<file path="src/hw/rtl/ihex_enc_pkg.sv">
// Shared types, codes and helpers of the Intel hex record encoder.
// Depends on nothing; every other file of the block uses it by scoped names.
`default_nettype none

package ihex_enc_pkg;

  // Largest payload of one data record.
  localparam int RECORD_BYTES = 32;
  localparam int REC_CNT_W    = $clog2(RECORD_BYTES + 1);
  typedef logic [REC_CNT_W-1:0] rec_cnt_t;

  // Depth of the job queue between front and back.
  localparam int QUEUE_DEPTH = 4;
  localparam int QPTR_W      = $clog2(QUEUE_DEPTH);
  localparam int QCNT_W      = $clog2(QUEUE_DEPTH + 1);
  typedef logic [QPTR_W-1:0] qptr_t;
  typedef logic [QCNT_W-1:0] qcnt_t;

  // Request codes.
  localparam logic [1:0] REQ_CHUNK = 2'd0;
  localparam logic [1:0] REQ_DATA  = 2'd1;
  localparam logic [1:0] REQ_SHORT = 2'd2;

  localparam logic [7:0] REC_TYPE_DATA = 8'h00;

  // ASCII characters used in the text.
  localparam logic [7:0] CHR_COLON = 8'h3A;
  localparam logic [7:0] CHR_CR    = 8'h0D;
  localparam logic [7:0] CHR_LF    = 8'h0A;
  localparam logic [7:0] CHR_ZERO  = 8'h30;
  localparam logic [7:0] CHR_ALPHA = 8'h37;  // 'A' minus ten

  // One record fragment to be printed by the back end.
  typedef struct packed {
    logic        has_header;
    logic [7:0]  count;
    logic [15:0] addr;
    logic [7:0]  rtype;
    logic [1:0]  npay;
    logic [15:0] payload;
    logic        has_trailer;
    logic [7:0]  csum;
    logic        line_end;
  } job_t;

  function automatic logic [7:0] hex_char(input logic [3:0] nib);
    logic [7:0] wide;
    wide = {4'b0000, nib};
    if (nib < 4'd10) begin
      return CHR_ZERO + wide;
    end
    return CHR_ALPHA + wide;
  endfunction

endpackage

`default_nettype wire

</file>
<file path="src/hw/rtl/ihex_enc_fifo.sv">
// Short job queue between the front and back of the hex encoder.
// Depends on ihex_enc_pkg for the job type and depth.
`default_nettype none

module ihex_enc_fifo (
  input  wire logic               clk,
  input  wire logic               rst_n,
  input  wire logic               push,
  input  wire ihex_enc_pkg::job_t push_job,
  output logic                    full,
  input  wire logic               pop,
  output logic                    head_valid,
  output ihex_enc_pkg::job_t      head_job
);

  ihex_enc_pkg::job_t  slots_r [ihex_enc_pkg::QUEUE_DEPTH];
  ihex_enc_pkg::qptr_t wr_ptr_r, wr_ptr_nxt;
  ihex_enc_pkg::qptr_t rd_ptr_r, rd_ptr_nxt;
  ihex_enc_pkg::qcnt_t count_r, count_nxt;

  localparam ihex_enc_pkg::qptr_t LAST_SLOT =
    ihex_enc_pkg::qptr_t'(ihex_enc_pkg::QUEUE_DEPTH - 1);
  localparam ihex_enc_pkg::qcnt_t FULL_COUNT =
    ihex_enc_pkg::qcnt_t'(ihex_enc_pkg::QUEUE_DEPTH);

  assign full       = (count_r == FULL_COUNT);
  assign head_valid = (count_r != '0);
  assign head_job   = slots_r[rd_ptr_r];

  always_comb begin
    wr_ptr_nxt = wr_ptr_r;
    rd_ptr_nxt = rd_ptr_r;
    count_nxt  = count_r;
    if (push) begin
      wr_ptr_nxt = (wr_ptr_r == LAST_SLOT) ? '0 : wr_ptr_r + 1'b1;
    end
    if (pop) begin
      rd_ptr_nxt = (rd_ptr_r == LAST_SLOT) ? '0 : rd_ptr_r + 1'b1;
    end
    if (push && !pop) begin
      count_nxt = count_r + 1'b1;
    end else if (pop && !push) begin
      count_nxt = count_r - 1'b1;
    end
  end

  always_ff @(posedge clk) begin
    if (!rst_n) begin
      wr_ptr_r <= '0;
      rd_ptr_r <= '0;
      count_r  <= '0;
    end else begin
      wr_ptr_r <= wr_ptr_nxt;
      rd_ptr_r <= rd_ptr_nxt;
      count_r  <= count_nxt;
    end
  end

  always_ff @(posedge clk) begin
    if (push) begin
      slots_r[wr_ptr_r] <= push_job;
    end
  end

  a_count_bound: assert property (@(posedge clk) disable iff (!rst_n)
    count_r <= FULL_COUNT)
    else $error("job queue count above depth");

  a_no_overflow: assert property (@(posedge clk) disable iff (!rst_n)
    !(push && full))
    else $error("job pushed into a full queue");

  a_no_underflow: assert property (@(posedge clk) disable iff (!rst_n)
    pop |-> head_valid)
    else $error("job popped from an empty queue");

  a_pop_drains: assert property (@(posedge clk) disable iff (!rst_n)
    (pop && !push) |=> (count_r == $past(count_r) - 1'b1))
    else $error("queue count did not drop on pop");

endmodule

`default_nettype wire

</file>
<file path="src/hw/rtl/ihex_enc_front.sv">
// Front end of the hex encoder: takes input beats, tracks chunk and record
// state and turns each printing request into a job. Depends on ihex_enc_pkg.
`default_nettype none

module ihex_enc_front (
  input  wire logic          clk,
  input  wire logic          rst_n,
  input  wire logic          accept,
  input  wire logic [1:0]    req_type,
  input  wire logic [7:0]    data_byte,
  input  wire logic [15:0]   start_address,
  input  wire logic [15:0]   chunk_length,
  input  wire logic [7:0]    short_record_type,
  input  wire logic [15:0]   short_payload,
  input  wire logic [1:0]    short_payload_bytes,
  input  wire logic          omit_line_end,
  output logic               push,
  output ihex_enc_pkg::job_t push_job
);

  logic [15:0]            next_addr_r, next_addr_nxt;
  logic [15:0]            chunk_left_r, chunk_left_nxt;
  ihex_enc_pkg::rec_cnt_t rec_left_r, rec_left_nxt;
  logic [7:0]             sum_r, sum_nxt;

  logic                   rec_open;
  logic [7:0]             rec_count;
  logic [7:0]             data_sum;
  ihex_enc_pkg::rec_cnt_t data_left;
  logic [1:0]             s_cnt;
  logic [7:0]             s_sum;
  ihex_enc_pkg::job_t     data_job, short_job;

  localparam logic [15:0] CAP16 = 16'(ihex_enc_pkg::RECORD_BYTES);
  localparam logic [7:0]  CAP8  = 8'(ihex_enc_pkg::RECORD_BYTES);

  always_comb begin
    // Data byte: open a new record when none is in progress.
    rec_open  = (rec_left_r == '0);
    rec_count = (chunk_left_r < CAP16) ? chunk_left_r[7:0] : CAP8;
    if (rec_open) begin
      data_sum  = rec_count + next_addr_r[15:8] + next_addr_r[7:0] + data_byte;
      data_left = ihex_enc_pkg::rec_cnt_t'(rec_count) - 1'b1;
    end else begin
      data_sum  = sum_r + data_byte;
      data_left = rec_left_r - 1'b1;
    end
    data_job.has_header  = rec_open;
    data_job.count       = rec_count;
    data_job.addr        = next_addr_r;
    data_job.rtype       = ihex_enc_pkg::REC_TYPE_DATA;
    data_job.npay        = 2'd1;
    data_job.payload     = {8'h00, data_byte};
    data_job.has_trailer = (data_left == '0);
    data_job.csum        = 8'h00 - data_sum;
    data_job.line_end    = 1'b1;

    // Standalone short record; a count of three is taken as two.
    s_cnt = (short_payload_bytes == 2'd3) ? 2'd2 : short_payload_bytes;
    s_sum = {6'b0, s_cnt} + start_address[15:8] + start_address[7:0]
            + short_record_type
            + ((s_cnt == 2'd2) ? short_payload[15:8] : 8'h00)
            + ((s_cnt != 2'd0) ? short_payload[7:0] : 8'h00);
    short_job.has_header  = 1'b1;
    short_job.count       = {6'b0, s_cnt};
    short_job.addr        = start_address;
    short_job.rtype       = short_record_type;
    short_job.npay        = s_cnt;
    short_job.payload     = short_payload;
    short_job.has_trailer = 1'b1;
    short_job.csum        = 8'h00 - s_sum;
    short_job.line_end    = !omit_line_end;

    next_addr_nxt  = next_addr_r;
    chunk_left_nxt = chunk_left_r;
    rec_left_nxt   = rec_left_r;
    sum_nxt        = sum_r;
    push           = 1'b0;
    push_job       = short_job;
    if (accept) begin
      unique case (req_type)
        ihex_enc_pkg::REQ_CHUNK: begin
          next_addr_nxt  = start_address;
          chunk_left_nxt = chunk_length;
          rec_left_nxt   = '0;
          sum_nxt        = 8'h00;
        end
        ihex_enc_pkg::REQ_DATA: begin
          if (chunk_left_r != 16'h0000) begin
            push           = 1'b1;
            push_job       = data_job;
            next_addr_nxt  = next_addr_r + 16'd1;
            chunk_left_nxt = chunk_left_r - 16'd1;
            rec_left_nxt   = data_left;
            sum_nxt        = data_sum;
          end
        end
        ihex_enc_pkg::REQ_SHORT: begin
          push = 1'b1;
        end
        default: begin
        end
      endcase
    end
  end

  always_ff @(posedge clk) begin
    if (!rst_n) begin
      next_addr_r  <= '0;
      chunk_left_r <= '0;
      rec_left_r   <= '0;
      sum_r        <= '0;
    end else begin
      next_addr_r  <= next_addr_nxt;
      chunk_left_r <= chunk_left_nxt;
      rec_left_r   <= rec_left_nxt;
      sum_r        <= sum_nxt;
    end
  end

endmodule

`default_nettype wire

</file>
<file path="src/hw/rtl/ihex_enc_back.sv">
// Back end of the hex encoder: walks the character positions of the job at
// the queue head and prints one character per beat. Depends on ihex_enc_pkg.
`default_nettype none

module ihex_enc_back (
  input  wire logic               clk,
  input  wire logic               rst_n,
  input  wire logic               lf_only,
  input  wire logic               head_valid,
  input  wire ihex_enc_pkg::job_t head_job,
  output logic                    pop,
  output logic                    out_valid,
  input  wire logic               out_ready,
  output logic [7:0]              out_text_char,
  output logic                    out_end_of_record
);

  typedef logic [4:0] pos_t;

  // Character positions within one record line.
  localparam pos_t POS_COLON = 5'd0;
  localparam pos_t POS_CNT_H = 5'd1;
  localparam pos_t POS_CNT_L = 5'd2;
  localparam pos_t POS_A3    = 5'd3;
  localparam pos_t POS_A2    = 5'd4;
  localparam pos_t POS_A1    = 5'd5;
  localparam pos_t POS_A0    = 5'd6;
  localparam pos_t POS_TYP_H = 5'd7;
  localparam pos_t POS_TYP_L = 5'd8;
  localparam pos_t POS_PH_H  = 5'd9;
  localparam pos_t POS_PH_L  = 5'd10;
  localparam pos_t POS_PL_H  = 5'd11;
  localparam pos_t POS_PL_L  = 5'd12;
  localparam pos_t POS_CS_H  = 5'd13;
  localparam pos_t POS_CS_L  = 5'd14;
  localparam pos_t POS_CR    = 5'd15;
  localparam pos_t POS_LF    = 5'd16;

  typedef struct packed {
    logic more;
    pos_t pos;
  } step_t;

  logic  active_r, active_nxt;
  pos_t  pos_r, pos_nxt;
  logic  out_valid_r, out_valid_nxt;
  logic [7:0] char_r, char_nxt;
  logic  eor_r, eor_nxt;

  pos_t  cur_pos;
  step_t nx;
  step_t after_pay;
  logic  load;

  always_comb begin
    if (head_job.has_header) begin
      cur_pos = POS_COLON;
    end else if (head_job.npay == 2'd2) begin
      cur_pos = POS_PH_H;
    end else if (head_job.npay != 2'd0) begin
      cur_pos = POS_PL_H;
    end else begin
      cur_pos = POS_CS_H;
    end
    if (active_r) begin
      cur_pos = pos_r;
    end

    after_pay = '{more: head_job.has_trailer, pos: POS_CS_H};

    unique case (cur_pos)
      POS_TYP_L: begin
        if (head_job.npay == 2'd2) begin
          nx = '{more: 1'b1, pos: POS_PH_H};
        end else if (head_job.npay != 2'd0) begin
          nx = '{more: 1'b1, pos: POS_PL_H};
        end else begin
          nx = after_pay;
        end
      end
      POS_PL_L: nx = after_pay;
      POS_CS_L: nx = '{more: head_job.line_end, pos: lf_only ? POS_LF : POS_CR};
      POS_LF:   nx = '{more: 1'b0, pos: POS_LF};
      default:  nx = '{more: 1'b1, pos: cur_pos + 5'd1};
    endcase

    unique case (cur_pos)
      POS_COLON: char_nxt = ihex_enc_pkg::CHR_COLON;
      POS_CNT_H: char_nxt = ihex_enc_pkg::hex_char(head_job.count[7:4]);
      POS_CNT_L: char_nxt = ihex_enc_pkg::hex_char(head_job.count[3:0]);
      POS_A3:    char_nxt = ihex_enc_pkg::hex_char(head_job.addr[15:12]);
      POS_A2:    char_nxt = ihex_enc_pkg::hex_char(head_job.addr[11:8]);
      POS_A1:    char_nxt = ihex_enc_pkg::hex_char(head_job.addr[7:4]);
      POS_A0:    char_nxt = ihex_enc_pkg::hex_char(head_job.addr[3:0]);
      POS_TYP_H: char_nxt = ihex_enc_pkg::hex_char(head_job.rtype[7:4]);
      POS_TYP_L: char_nxt = ihex_enc_pkg::hex_char(head_job.rtype[3:0]);
      POS_PH_H:  char_nxt = ihex_enc_pkg::hex_char(head_job.payload[15:12]);
      POS_PH_L:  char_nxt = ihex_enc_pkg::hex_char(head_job.payload[11:8]);
      POS_PL_H:  char_nxt = ihex_enc_pkg::hex_char(head_job.payload[7:4]);
      POS_PL_L:  char_nxt = ihex_enc_pkg::hex_char(head_job.payload[3:0]);
      POS_CS_H:  char_nxt = ihex_enc_pkg::hex_char(head_job.csum[7:4]);
      POS_CS_L:  char_nxt = ihex_enc_pkg::hex_char(head_job.csum[3:0]);
      POS_CR:    char_nxt = ihex_enc_pkg::CHR_CR;
      default:   char_nxt = ihex_enc_pkg::CHR_LF;
    endcase

    load = head_valid && (!out_valid_r || out_ready);
    pop  = load && !nx.more;

    active_nxt    = active_r;
    pos_nxt       = pos_r;
    out_valid_nxt = out_valid_r && !out_ready;
    eor_nxt       = !nx.more;
    if (load) begin
      out_valid_nxt = 1'b1;
      active_nxt    = nx.more;
      pos_nxt       = nx.pos;
    end
  end

  always_ff @(posedge clk) begin
    if (!rst_n) begin
      active_r    <= 1'b0;
      pos_r       <= POS_COLON;
      out_valid_r <= 1'b0;
    end else begin
      active_r    <= active_nxt;
      pos_r       <= pos_nxt;
      out_valid_r <= out_valid_nxt;
    end
  end

  always_ff @(posedge clk) begin
    if (load) begin
      char_r <= char_nxt;
      eor_r  <= eor_nxt;
    end
  end

  assign out_valid         = out_valid_r;
  assign out_text_char     = char_r;
  assign out_end_of_record = eor_r;

endmodule

`default_nettype wire

</file>
<file path="src/hw/rtl/intel_hex_record_encoder.sv">
// Top level of the Intel hex record encoder.
// Depends on ihex_enc_pkg, ihex_enc_front, ihex_enc_fifo and ihex_enc_back.
`default_nettype none

// The encoder turns request beats into Intel hex text, one ASCII character
// per output beat. A chunk-start beat loads the load address and the byte
// count of a chunk and prints nothing. Each data byte beat of the chunk
// prints two hex digits; the byte that opens a record first prints the colon,
// count, address and type "00" (nine more characters), and the byte that
// closes a record adds the checksum and the line ending (three or four more).
// Records hold at most RECORD_BYTES bytes. A short-record beat prints a whole
// record of any type with zero to two payload bytes, eleven to seventeen
// characters. The last character caused by a beat carries end_of_record.
// Input beats are accepted one per cycle while the four-job queue between
// the front end and the printing back end has room; the back end prints one
// character per cycle while out_ready is high, so a steady stream of data
// bytes is paced by the back end. Data bytes beyond the chunk and
// the unused request code are dropped without output. The line ending
// setting must only be changed while no text is pending. No clearing pass
// is needed after reset.
module intel_hex_record_encoder (
  input  wire logic        clk,
  input  wire logic        rst_n,
  input  wire logic        cfg_wr_en,
  input  wire logic        cfg_wr_data,
  input  wire logic        in_valid,
  output logic             in_ready,
  input  wire logic [1:0]  in_req_type,
  input  wire logic [7:0]  in_data_byte,
  input  wire logic [15:0] in_start_address,
  input  wire logic [15:0] in_chunk_length,
  input  wire logic [7:0]  in_short_record_type,
  input  wire logic [15:0] in_short_payload,
  input  wire logic [1:0]  in_short_payload_bytes,
  input  wire logic        in_omit_line_end,
  output logic             out_valid,
  input  wire logic        out_ready,
  output logic [7:0]       out_text_char,
  output logic             out_end_of_record
);

  // Line ending setting: 0 prints CR LF, 1 prints LF only.
  logic lf_only_r;

  logic               accept;
  logic               push;
  logic               full;
  logic               pop;
  logic               head_valid;
  ihex_enc_pkg::job_t push_job;
  ihex_enc_pkg::job_t head_job;

  always_ff @(posedge clk) begin
    if (!rst_n) begin
      lf_only_r <= 1'b0;
    end else if (cfg_wr_en) begin
      lf_only_r <= cfg_wr_data;
    end
  end

  // Every accepted beat pushes at most one job, so room for one is enough.
  assign in_ready = !full;
  assign accept   = in_valid && in_ready;

  ihex_enc_front u_front (
    .clk                 (clk),
    .rst_n               (rst_n),
    .accept              (accept),
    .req_type            (in_req_type),
    .data_byte           (in_data_byte),
    .start_address       (in_start_address),
    .chunk_length        (in_chunk_length),
    .short_record_type   (in_short_record_type),
    .short_payload       (in_short_payload),
    .short_payload_bytes (in_short_payload_bytes),
    .omit_line_end       (in_omit_line_end),
    .push                (push),
    .push_job            (push_job)
  );

  ihex_enc_fifo u_fifo (
    .clk        (clk),
    .rst_n      (rst_n),
    .push       (push),
    .push_job   (push_job),
    .full       (full),
    .pop        (pop),
    .head_valid (head_valid),
    .head_job   (head_job)
  );

  ihex_enc_back u_back (
    .clk               (clk),
    .rst_n             (rst_n),
    .lf_only           (lf_only_r),
    .head_valid        (head_valid),
    .head_job          (head_job),
    .pop               (pop),
    .out_valid         (out_valid),
    .out_ready         (out_ready),
    .out_text_char     (out_text_char),
    .out_end_of_record (out_end_of_record)
  );

endmodule

`default_nettype wire
</file>
<file path="config.mk">
export PLATFORM = sky130hd
export DESIGN_NAME = intel_hex_record_encoder
export DESIGN_NICKNAME = d
export VERILOG_FILES = /design/src/hw/rtl/ihex_enc_pkg.sv /design/src/hw/rtl/ihex_enc_fifo.sv /design/src/hw/rtl/ihex_enc_front.sv /design/src/hw/rtl/ihex_enc_back.sv /design/src/hw/rtl/intel_hex_record_encoder.sv
export SDC_FILE = /design/constraint.sdc
export NUM_CORES = 1
export LEC_CHECK = 0
export BUFFER_PORTS_ARGS = -buffer_cell sky130_fd_sc_hd__buf_2
export CAP_MARGIN = 40
export CORE_MARGIN = 3
export CORE_UTILIZATION = 55
export CTS_CLUSTER_DIAMETER = 200
export DETAILED_ROUTE_END_ITERATION = 10
export GPL_TIMING_DRIVEN = 1
export PLACE_DENSITY = 0.74
export SLEW_MARGIN = 15
export SYNTH_ARGS = -nofsm -noshare
export SYNTH_HDL_FRONTEND = slang
export SYNTH_SLANG_ARGS = --single-unit
</file>
<file path="constraint.sdc">
create_clock -name clk -period 7.3 [get_ports clk]
set_clock_uncertainty 0.15 [all_clocks]
set_input_delay 2.19 -clock clk [delete_from_list [all_inputs] [get_ports clk]]
set_output_delay 2.19 -clock clk [all_outputs]
set_load 0.02 [all_outputs]
</file>
Word level (Yosys, flattened, before mapping)
Memories as Yosys holds them, arrays and structs flattened. A register that Yosys moved wholly into a read port is not among the register bits.
Cells that the tools add are included.
Storage, ports and cells
  bits in registers: 70
  RAM bits: 244
  output and inout port bits: 11
  logic and storage cells: 221
  memories: 1
Memories
  u_fifo.slots_r: words 4, width 61, read ports 1, clocked after Yosys merged registers in 1, wr ports 1, RTL line ihex_enc_fifo.sv:16  | ihex_enc_pkg::job_t slots_r [ihex_enc_pkg::QUEUE_DEPTH];
Cells by class
  add/sub/neg operators: 48
  $lt $le $gt $ge: 15
  equal/unequal tests: 25
  mux-type cells: 94
  reduce and logical (&&, ||, !) cells: 25
Operator list (count)
  $mux 8: 33
  $add 6x4->7 const A: 28
  $mux 61: 3
  $pmux 8 s16: 1
  $add 8x8->8: 8
  $pmux 16 s2: 2
  $lt 4x4->1 const B: 14
  $eq 5x4->1 const B: 8
  $mux 1: 33
  $mux 16: 2
  $mux 6: 4
  $pmux 6 s4: 1
  $eq 5x3->1 const B: 4
  $mux 5: 4
  $add 16x1->16 const B: 1
  $lt 16x6->1 const B: 1
  $pmux 8 s2: 1
  $reduce_bool 16->1: 1
  $sub 1x8->8 const A: 2
  $sub 16x1->16 const B: 1
  $eq 2x2->1 const B: 6
  $logic_not 6->1: 2
  $pmux 6 s2: 1
  $sub 6x1->6 const B: 2
  other kinds (22): 44

Depth between registers and ports, before layout
Gate-level depths: netlist of run 1.
  depth in word-level cells: 12
  mapped depth: 19

By module
From an unflattened synthesis of run 1, not the netlist that was laid out.
Unflattened totals
  cell total of the unflattened synthesis: 1479
  area total of the unflattened synthesis: 17646.9 µm²
By module, submodules not included
  ihex_enc_fifo: times used 1, cells an instance 363, area each 9328.9 µm², sequential area each 7507.2 µm²
  ihex_enc_front: times used 1, cells an instance 715, area each 5422.7 µm², sequential area each 920.9 µm²
  ihex_enc_back: times used 1, cells an instance 396, area each 2849.0 µm², sequential area each 380.4 µm²
  intel_hex_record_encoder: times used 1, cells an instance 5, area each 46.3 µm², sequential area each 20.0 µm²

Worst setup path before layout of run 1
No wires, ideal clock.
  path type: input to register
  start point: input port in_short_payload_bytes[1]
  end point: memory u_fifo.slots_r[0][7] in the netlist's numbering (data pin)
  library setup time: 277 ps
  data arrival time: 5505 ps
  data required time: 6873 ps
  slack: 1368 ps
  stages on the path: 19
  buffers on the path: 1
  cells stage by stage: clkbuf_1 > o21ai_0 > fa_1 > inv_1 > fa_1 > inv_1 > fa_1 > inv_1 > ha_1 > inv_1 > ha_1 > inv_1 > fa_1 > inv_1 > a21o_1 > a21oi_1 > xnor2_1 > nand2_1 > o21ai_1
RTL lines
  start: declaration: RTL line intel_hex_record_encoder.sv:34  | input wire logic [1:0] in_short_payload_bytes,
  end: declaration: RTL line ihex_enc_fifo.sv:16

==> results of run 1 <==
worst max-delay path: stages:
cell      delay (ns)
buf_2           0.19
o21ai_0         0.15
fa_1            0.50
inv_1           0.05
fa_1            0.48
inv_1           0.06
fa_1            0.54
inv_1           0.05
ha_1            0.26
inv_1           0.04
ha_1            0.20
a21o_1          0.17
a21oi_1         0.22
o21bai_1        0.10
a21oi_1         0.18
xnor2_1         0.15
nand2_1         0.07
o31ai_1         0.16
state kept, by name, indices dropped and copies added (netlist names), named ones only:
| signal | cells |
|---|---|
| u_front.chunk_left_r | 16 |
| u_back.pos_r | 5 |
| u_back.out_end_of_record | 1 |
| u_back.out_text_char | 7 |
| u_front.rec_left_r | 6 |
| u_front.sum_r | 8 |
| u_fifo.rd_ptr_r | 2 |
| u_fifo.count_r | 3 |
| lf_only_r | 1 |
| u_fifo.slots_r | 244 |
| u_fifo.wr_ptr_r | 2 |
| u_front.next_addr_r | 16 |
| u_back.out_valid | 1 |
| u_back.active_r | 1 |
power by group through the flow:
stage,sequential (mW),combinational [mW],clock (mW)
6_report,2.28,2.09,1.88
4_1_cts,2.28,2.07,1.90
3_5_place_dp,2.32,2.03,0
5_1_grt,2.30,2.31,1.97
2_1_floorplan,2.30,1.50,0
3_3_place_gp,2.31,1.98,0
area by class of cell:
| type | count | area (µm²) |
|---|---|---|
| tap | 390 | 488 |
| timing repair buffer | 104 | 664 |
| inverter | 135 | 507 |
| clock inverter | 22 | 287 |
| sequential | 315 | 8830 |
| clock buffer | 41 | 941 |
| multi-input combinational | 957 | 7540 |
| fill | 2257 | 10800 |
metal layers:
layer	GRT usage [%]	up-vias	wire length, µm
met5	0	-	0
met4	8.20	0	1460
met1	35.9	6014	17800
met3	3.35	84	3090
met2	44.5	576	21600
li1	-	5560	-
cell usage in the layout (no fill, tap or decap), types with 5 or more instances in the layout:
cell type,Yosys,layout
clkinv_2,0,6
a211oi_1,23,23
and3_1,8,8
inv_1,133,133
and2_1,32,28
nor4_1,9,8
buf_2,12,84
edfxtp_1,252,252
a21oi_1,112,111
nand2_1,132,132
fa_1,37,37
o21a_1,6,6
mux4_2,61,61
bufinv_16,0,7
nor3_1,33,33
o31ai_1,6,6
clkinv_1,0,5
conb_1,1,10
nand4_1,10,10
mux2i_1,13,13
or3_1,9,9
a21o_1,10,9
buf_4,1,13
nor2_1,79,79
a31oi_1,5,5
dfxtp_1,63,61
o22ai_1,36,36
clkbuf_16,0,37
xnor2_1,44,44
xor2_1,8,8
a22oi_1,10,10
nand3_1,26,26
o21ai_0,80,80
nor2b_1,11,11
ha_1,65,64
kinds of logic after synthesis:
kind of cell | after synthesis
AO/OA/AOI/OAI | 342
XOR/XNOR | 52
adder cells (fa/ha/maj) | 102
buffers and inverters | 198
flip-flops | 315
multiplexers | 80
other | 1
AND/OR/NAND/NOR | 371
Yosys cell counts (5+ instances only):
master,instances
edfxtp_1,252
inv_1,133
nand2_1,132
a21oi_1,112
o21ai_0,80
nor2_1,79
ha_1,65
dfxtp_1,63
mux4_2,61
clkbuf_1,45
xnor2_1,44
fa_1,37
o22ai_1,36
nor3_1,33
and2_1,32
nand3_1,26
a211oi_1,23
mux2i_1,13
buf_2,12
nor2b_1,11
a21o_1,10
a22oi_1,10
nand4_1,10
nor4_1,9
or3_1,9
and3_1,8
xor2_1,8
o21a_1,6
o31ai_1,6
a31oi_1,5
o21ai_1,5
per-stage QoR:
step	instance area [µm²]	power [mW]	worst slack (ns)	util, %
2_1_floorplan	17100	3.80	1.37	-
3_3_place_gp	18000	4.30	1.24	59.7
3_5_place_dp	18000	4.35	1.18	59.8
4_1_cts	19200	6.25	1.68	63.9
5_1_grt	19300	6.58	1.42	64.0
6_report	19300	6.26	1.66	64.0
final timing paths:
path         slack, ns                    to  depth (start not counted)
min reg2reg       0.31      u_front.sum_r[2]                          2
max reg2reg       1.84  u_fifo.slots_r[3][8]                         14
min               0.31      u_front.sum_r[2]                          2
max               1.66  u_fifo.slots_r[3][8]                         18
==> flow_summary.ini, run 1 <==
[outcome]
outcome = finished clean

[synthesis]
synthAdderAreaFrac_pct = 9.10
synthTopCellsByArea = edfxtp_1 (44%), mux4_2 (8.0%), dfxtp_1 (7.4%)
synthArstFlopShare_pct = 0
syn_area_um2 = 17100
yosys.area.top_type = edfxtp_1
synth_compound_area_share_pct = 12.3
synth_top_area_share_pct = 44.3
synth_mux_area_share_pct = 9.33
ys_seq_elements = 315
ys_warn_count = 0
ys_types = 74
synth_xor_xnor_area_share_pct = 2.67
synth_edf_count = 252
ys_seq_area_share_pct = 51.7
synth_top_family_by_area = compound AO/OA/AOI/OAI gates
avgSynthCellArea_um2 = 11.7
yosys.area_share.simple_pct = 10.4
ys.flop_type = edfxtp_1
synth_cells = 1461

[flow_run]
drv_cap = 0

[placed_design]
dp_hpwl_mm = 31.0
globalplace.congestion = 0.920
dp_cells = 1900
portBuffers = 84

[finish]
fin_cells = 1964
antenna_cells = 0
nets = 1725
area_growth_pct = 12.8
drive_gt1_share_pct = 16.0

[sta]
fin_crit_ns = 5.64
relSlewSlack_pct = 43.5
finalSetupViolations = 0
holdWs_ns = 0.312
fmax_ghz = 0.177
finalMaxSlewViolations = 0
rsz0062_at_grt = no
worst_pin_slew_ns = 0.844
final-hold-violation-count = 0
setup_tns_ns = 0
fin_crit_sh_pct = 77.3

[routing]
ant_nets = 0
wl_per_cell_um = 22.4
totalWireLength_mm = 43.9
dr_total_vias = 12200
drtIter0Drc = 1255
drt_first_pass_iters = 5
route.detailed.drc = 0
viasPerCell = 6.23

[power_and_ir_drop]
leakage_nw = 7.03
max-vdd-ir-drop_uv = 203
p_clk_share_pct = 30.1
p_int_mw = 4.18
power.switching_mw = 2.09
p_comb_share_pct = 33.4
switching_share_pct = 33.3
p_seq_share_pct = 36.5
powerDensity_nw_per_um2 = 325

[clocking]
cts_setup_buffers = 0
cts_resized = 0
clk_pin_slew_ns = 0.06
ctsHoldBuffers = 0
htreeDepth = 2
cts_root_buf = clkbuf_16
clock_latency_ns = 0.52
numCtsBuffers = 35
cts_sinks = 315
cts_tree = built
clk_path_buf_depth = 3

[floorplan]
dieArea_um2 = 33200
ioPinCount = 86
dieWidth_um = 182
std_cell_rows = 63
initial_core_util_pct = 56.7
die_y_um = 182
coreArea_um2 = 30100

[worst_setup_path]
worstSetupPathType = in2reg
worstPathArrival_ns = 5.74
required_ns = 7.40
start_kind = input pin
r2r_start = u_front.chunk_left_r[6]
crit_path_end_kind = flip-flop
critPathMaxFanout = 12
critPathLaunch = in_short_payload_bytes[1]

[hold_path]
min_from = u_front.sum_r[2]
hold_class = reg2reg

[grt]
grt_pass1_wl_mm = 68.0
gr-total-overflow = 0
antenna_found_initial = 0
grt_max_degree = 54
grt_pass1_vias = 12000
grt_usage_pct = 26.3
Power figures use the tool's default switching activity.
==> run 2, diff against run 1 <==
==> constraint.sdc (replaced) <==
create_clock -name clk -period 5.8 [get_ports clk]
set_clock_uncertainty 0.15 [all_clocks]
set_input_delay 1.74 -clock clk [delete_from_list [all_inputs] [get_ports clk]]
set_output_delay 1.74 -clock clk [all_outputs]
set_load 0.02 [all_outputs]
==> flow_summary.ini, run 2 (synthesis results as in run 1) <==
[worst_setup_path]
required_ns = 5.91
crit_slowest_cell = fa_1
cp_cell_sequence = nor4_1 -> and3_1 -> nand2_1 -> fa_1 -> fa_1 -> inv_1 -> ha_1 -> a21o_1 -> a21oi_1 -> xor2_1 -> o22ai_1 -> or3_4 -> o31a_1 -> o31ai_1
max_stage_delay_ns = 0.59
worstPathArrival_ns = 5.27
critPathMaxFanout = 5
crit_path_end_kind = flip-flop
path_common_cell = fa_1
worstSetupPathType = reg2reg
start_kind = flip-flop

[sta]
fin_crit_sh_pct = 88.9
final-hold-violation-count = 0
fmax_ghz = 0.194
relSlewSlack_pct = 47.5
worst_pin_slew_ns = 0.784
holdWs_ns = 0.309
fin_crit_ns = 5.16
setup_tns_ns = 0
finalMaxSlewViolations = 0
finalSetupViolations = 0
rsz0062_at_grt = no

[floorplan]
die_y_um = 182
ioPinCount = 86
dieWidth_um = 182
initial_core_util_pct = 56.7
dieArea_um2 = 33200
std_cell_rows = 63
coreArea_um2 = 30100

[routing]
route.detailed.drc = 0
drtIter0Drc = 1078
viasPerCell = 6.18
totalWireLength_mm = 43.5
wl_per_cell_um = 22.1
drt_first_pass_iters = 5
ant_nets = 0
dr_total_vias = 12200

[finish]
fin_area_um2 = 19200
nets = 1731
final_cell_mix = edfxtp_1 (252), inv_1 (133), nand2_1 (132), a21oi_1 (111), buf_2 (84)
area_growth_pct = 12.7
drive_gt1_share_pct = 16.4
fill_cells = 2289
fin_cells = 1970
largest_reg_flops = 244
fin_util_pct = 63.9
regMostFlops = u_fifo.slots_r
largestRegisters = u_fifo.slots_r: 244 flops, u_front.chunk_left_r: 16 flops, u_front.next_addr_r: 16 flops
antenna_cells = 0
final_common_cell = edfxtp_1

[outcome]
outcome = finished clean

[clocking]
numCtsBuffers = 36
clk_pin_slew_ns = 0.06
cts_setup_buffers = 0
cts_tree = built
clock_latency_ns = 0.52
cts_resized = 0
clk_path_buf_depth = 3
ctsHoldBuffers = 0
htreeDepth = 2
cts_root_buf = clkbuf_16
cts_sinks = 315

[grt]
gr-total-overflow = 0
grt_max_degree = 62
grt_pass1_vias = 12200
grt_util_met1_pct = 35.7
met3_usage_pct = 4.72
grt_usage_pct = 26.4
met2_usage_pct = 43.2
antenna_found_initial = 0
grt_pass1_wl_mm = 68.4
busiest_layer = met2

[placed_design]
dp_hpwl_mm = 30.8
globalplace.congestion = 0.947
dpl-instance-area_um2 = 18100
portBuffers = 84
dp_cells = 1905

[flow_run]
drv_cap = 0

[hold_path]
hold_class = reg2reg

[power_and_ir_drop]
powerDensity_nw_per_um2 = 401
max-vdd-ir-drop_uv = 257
leakage_nw = 7.01
==> run 2: changes by cell type in the layout (fill, tap and decap cells not counted), sizes merged <==
cell,delta
buf,+5
clkinv,-3
clkinvlp,+4
bufinv,-4
clkbuf,+4
==> run 2: path summary, 6_finish.rpt <==
kind	end	slack, ns	from	cells after the start
max	u_fifo.slots_r[0][8]	0.64	u_front.chunk_left_r[5]	14
min	u_front.sum_r[2]	0.31	u_front.sum_r[2]	2
max reg2reg	u_fifo.slots_r[0][8]	0.64	u_front.chunk_left_r[5]	14
min reg2reg	u_front.sum_r[2]	0.31	u_front.sum_r[2]	2
==> run 2: power by group <==
part,leakage (nW),switching [mW],internal (mW)
logic,3.67,1.59,1.04
clock network,0.553,0.909,1.33
registers,2.79,0.116,2.75
==> run 2: stage by stage <==
step / setup slack [ns] / power (mW)
floorplan: 0.318 / 4.79
global placement: 0.207 / 5.42
detailed placement: 0.193 / 5.49
CTS: 0.692 / 7.74
global route: 0.362 / 8.15
finish: 0.641 / 7.72
==> run 2: worst max-delay path, delay by kind of cell, from the launching register on <==
kind                     cells  cell delay (ns)
adder cells (fa/ha/maj)      3             1.41
AND/OR/NAND/NOR              4             1.54
flip-flops                   1             0.34
XOR/XNOR                     1             0.19
buffers and inverters        1             0.06
AO/OA/AOI/OAI                5             1.20
==> run 2: layout make-up <==
type / count / area, µm² / area share [%]
Clock buffer: 45 / 966 / 5.02
Sequential cell: 315 / 8830 / 45.9
Clock inverter: 19 / 203 / 1.05
Timing Repair Buffer: 109 / 702 / 3.65
Multi-Input combinational cell: 957 / 7540 / 39.2
Inverter: 135 / 507 / 2.63
Tap cell: 390 / 488 / 2.54
==> run 2: layer usage <==
layer  share of wire [%]  up-vias  routed length [µm]
met3                 7.2       93                3130
met1                  41     5979               17700
met4                 3.7        0                1620
met5                   0        -                   0
met2                  48      517               21000
li1                    -     5585                   -
==> run 3, diff against run 2 <==
--- a/config.mk
+++ b/config.mk
@@ -12,7 +12,7 @@
 export CTS_CLUSTER_DIAMETER = 200
 export DETAILED_ROUTE_END_ITERATION = 10
 export GPL_TIMING_DRIVEN = 1
-export PLACE_DENSITY = 0.74
+export PLACE_DENSITY = 0.77
 export SLEW_MARGIN = 15
 export SYNTH_ARGS = -nofsm -noshare
 export SYNTH_HDL_FRONTEND = slang
==> constraint.sdc (replaced) <==
create_clock -name clk -period 4.68 [get_ports clk]
set_clock_uncertainty 0.15 [all_clocks]
set_input_delay 1.404 -clock clk [delete_from_list [all_inputs] [get_ports clk]]
set_output_delay 1.404 -clock clk [all_outputs]
set_load 0.02 [all_outputs]
==> flow_summary.ini, run 3 (synthesis results as in run 1) <==
[outcome]
outcome = finished clean

[worst_setup_path]
crit_slowest_cell = fa_1
critical-path-top-delay-family = adder cells
r2r_start = u_front.chunk_left_r[12]
crit_path_end_kind = flip-flop
critPathMaxFanout = 4
regToRegSetupSlack_ns = 0.23
cp.depth = 16
crit_buf_inv = 7
required_ns = 4.81
worstSetupPathType = in2reg
r2r-end = u_fifo.slots_r[2][8]
max_stage_delay_ns = 0.52
worstPathArrival_ns = 4.72
crit_end = u_fifo.slots_r[1][5]
start_kind = input pin
critPathLaunch = in_short_payload_bytes[0]
r2r_cells = 14
cp_cell_sequence = buf_2 -> o21ai_2 -> fa_1 -> inv_2 -> fa_1 -> inv_2 -> fa_2 -> inv_2 -> ha_4 -> inv_2 -> ha_4 -> inv_2 -> fa_2 -> buf_4 -> xor2_1 -> a21oi_1
path_common_cell = inv_2

[clocking]
cts_resized = 0
numCtsBuffers = 34
clk_pin_slew_ns = 0.06
cts_sinks = 315
clk_path_buf_depth = 3
ctsHoldBuffers = 0
cts_root_buf = clkbuf_16
cts_setup_buffers = 0
htreeDepth = 2
clock_latency_ns = 0.50
cts_tree = built

[grt]
grt_pass1_wl_mm = 71.5
grt_usage_pct = 27.6
grt_pass1_vias = 12600
gr-total-overflow = 0
antenna_found_initial = 0
grt_max_degree = 62

[sta]
fin_ws_ns = 0.0933
finalMaxSlewViolations = 0
finalSetupViolations = 0
relSlewSlack_pct = 44.4
final-hold-violation-count = 0
worst_pin_slew_ns = 0.833
holdWs_ns = 0.316
fin_crit_sh_pct = 98.0
fmax_ghz = 0.218
fin_crit_ns = 4.59

[floorplan]
die_y_um = 182
initial_core_util_pct = 56.7
std_cell_rows = 63
dieArea_um2 = 33200
dieWidth_um = 182
ioPinCount = 86
coreArea_um2 = 30100

[placed_design]
pre_cts_ws_ns = -0.454
globalplace.congestion = 0.928
portBuffers = 84
dp_hpwl_mm = 31.7

[routing]
totalWireLength_mm = 45.7
viasPerCell = 6.30
drt_first_pass_iters = 5
route.detailed.drc = 0
wl_per_cell_um = 22.5
drtIter0Drc = 1338
dr_total_vias = 12800
ant_nets = 0

[finish]
largestRegisters = u_fifo.slots_r: 244 flops, u_front.chunk_left_r: 16 flops, u_front.next_addr_r: 16 flops
largest_reg_flops = 244
regMostFlops = u_fifo.slots_r
final_common_cell = edfxtp_1
area_growth_pct = 15.8
final_cell_mix = edfxtp_1 (252), nand2_1 (131), inv_1 (125), a21oi_1 (109), buf_4 (84)
drive_gt1_share_pct = 20.9
antenna_cells = 0
nets = 1792

[power_and_ir_drop]
fin_total_pwr_mw = 10.0
max-vdd-ir-drop_uv = 327
powerDensity_nw_per_um2 = 506
leakage_nw = 7.32

[flow_run]
drv_cap = 0

[hold_path]
hold_class = reg2reg
run 3: cell count changes in the layout (fill, tap and decap cells not counted), moves of 3 or more:
cell	previous run	this run
clkinvlp_4	6	3
buf_4	18	84
ha_1	64	61
inv_1	133	125
ha_4	0	3
inv_2	2	10
run 3: power breakdown:
group	switching (mW)	internal [mW]
Sequential	0.129	3.41
Combinational	2.14	1.55
Clock	1.11	1.67
Total	3.38	6.63
run 3: tightest hold or removal path: cells and delay by family, from the launching register on:
family	cells	cell delay (ns)
simple gates	1	0.06
flops	1	0.32
compound gates	1	0.05
run 3: worst min-delay path by stage:
stage / start / endpoint / slack, ns / depth (start not counted)
2_1_floorplan: u_front.sum_r[2] / u_front.sum_r[2] / 0.29 / 2
3_3_place_gp: u_front.sum_r[2] / u_front.sum_r[2] / 0.30 / 2
3_5_place_dp: u_back.out_valid / u_back.out_valid / 0.31 / 2
4_1_cts: u_back.out_valid / u_back.out_valid / 0.32 / 2
5_1_grt: u_front.rec_left_r[1] / u_front.rec_left_r[1] / 0.34 / 2
6_report: u_back.out_valid / u_back.out_valid / 0.32 / 2
run 3: per-layer routing:
layer	up-vias	global-route usage (%)	routed length (µm)
met4	0	10.7	1950
met3	131	3.61	3770
li1	5704	-	-
met2	755	46.4	22500
met5	-	0	0
met1	6195	37.0	17500
run 3: final cells by class:
cell class                      count  area, µm²
Clock buffer                       42        945
Clock inverter                     19        215
Fill cell                        2161      10300
Inverter                          135        507
Multi-Input combinational cell    957       7640
Sequential cell                   315       8830
Tap cell                          390        488
Timing Repair Buffer              172       1150
run 3: metrics by stage:
| step | util (%) | TNS, ns | cell area [µm²] | instances |
|---|---|---|---|---|
| 6_report | 65.7 | 0 | 19800 | 2030 |
| 2_1_floorplan | - | -1.11 | 17200 | 1470 |
| 5_1_grt | 65.7 | -0.00284 | 19800 | 2030 |
| 4_1_cts | 65.5 | 0 | 19700 | 2030 |
| 3_5_place_dp | 61.6 | -7.24 | 18600 | 1969 |
| 3_3_place_gp | 61.6 | -5.76 | 18600 | 1969 |
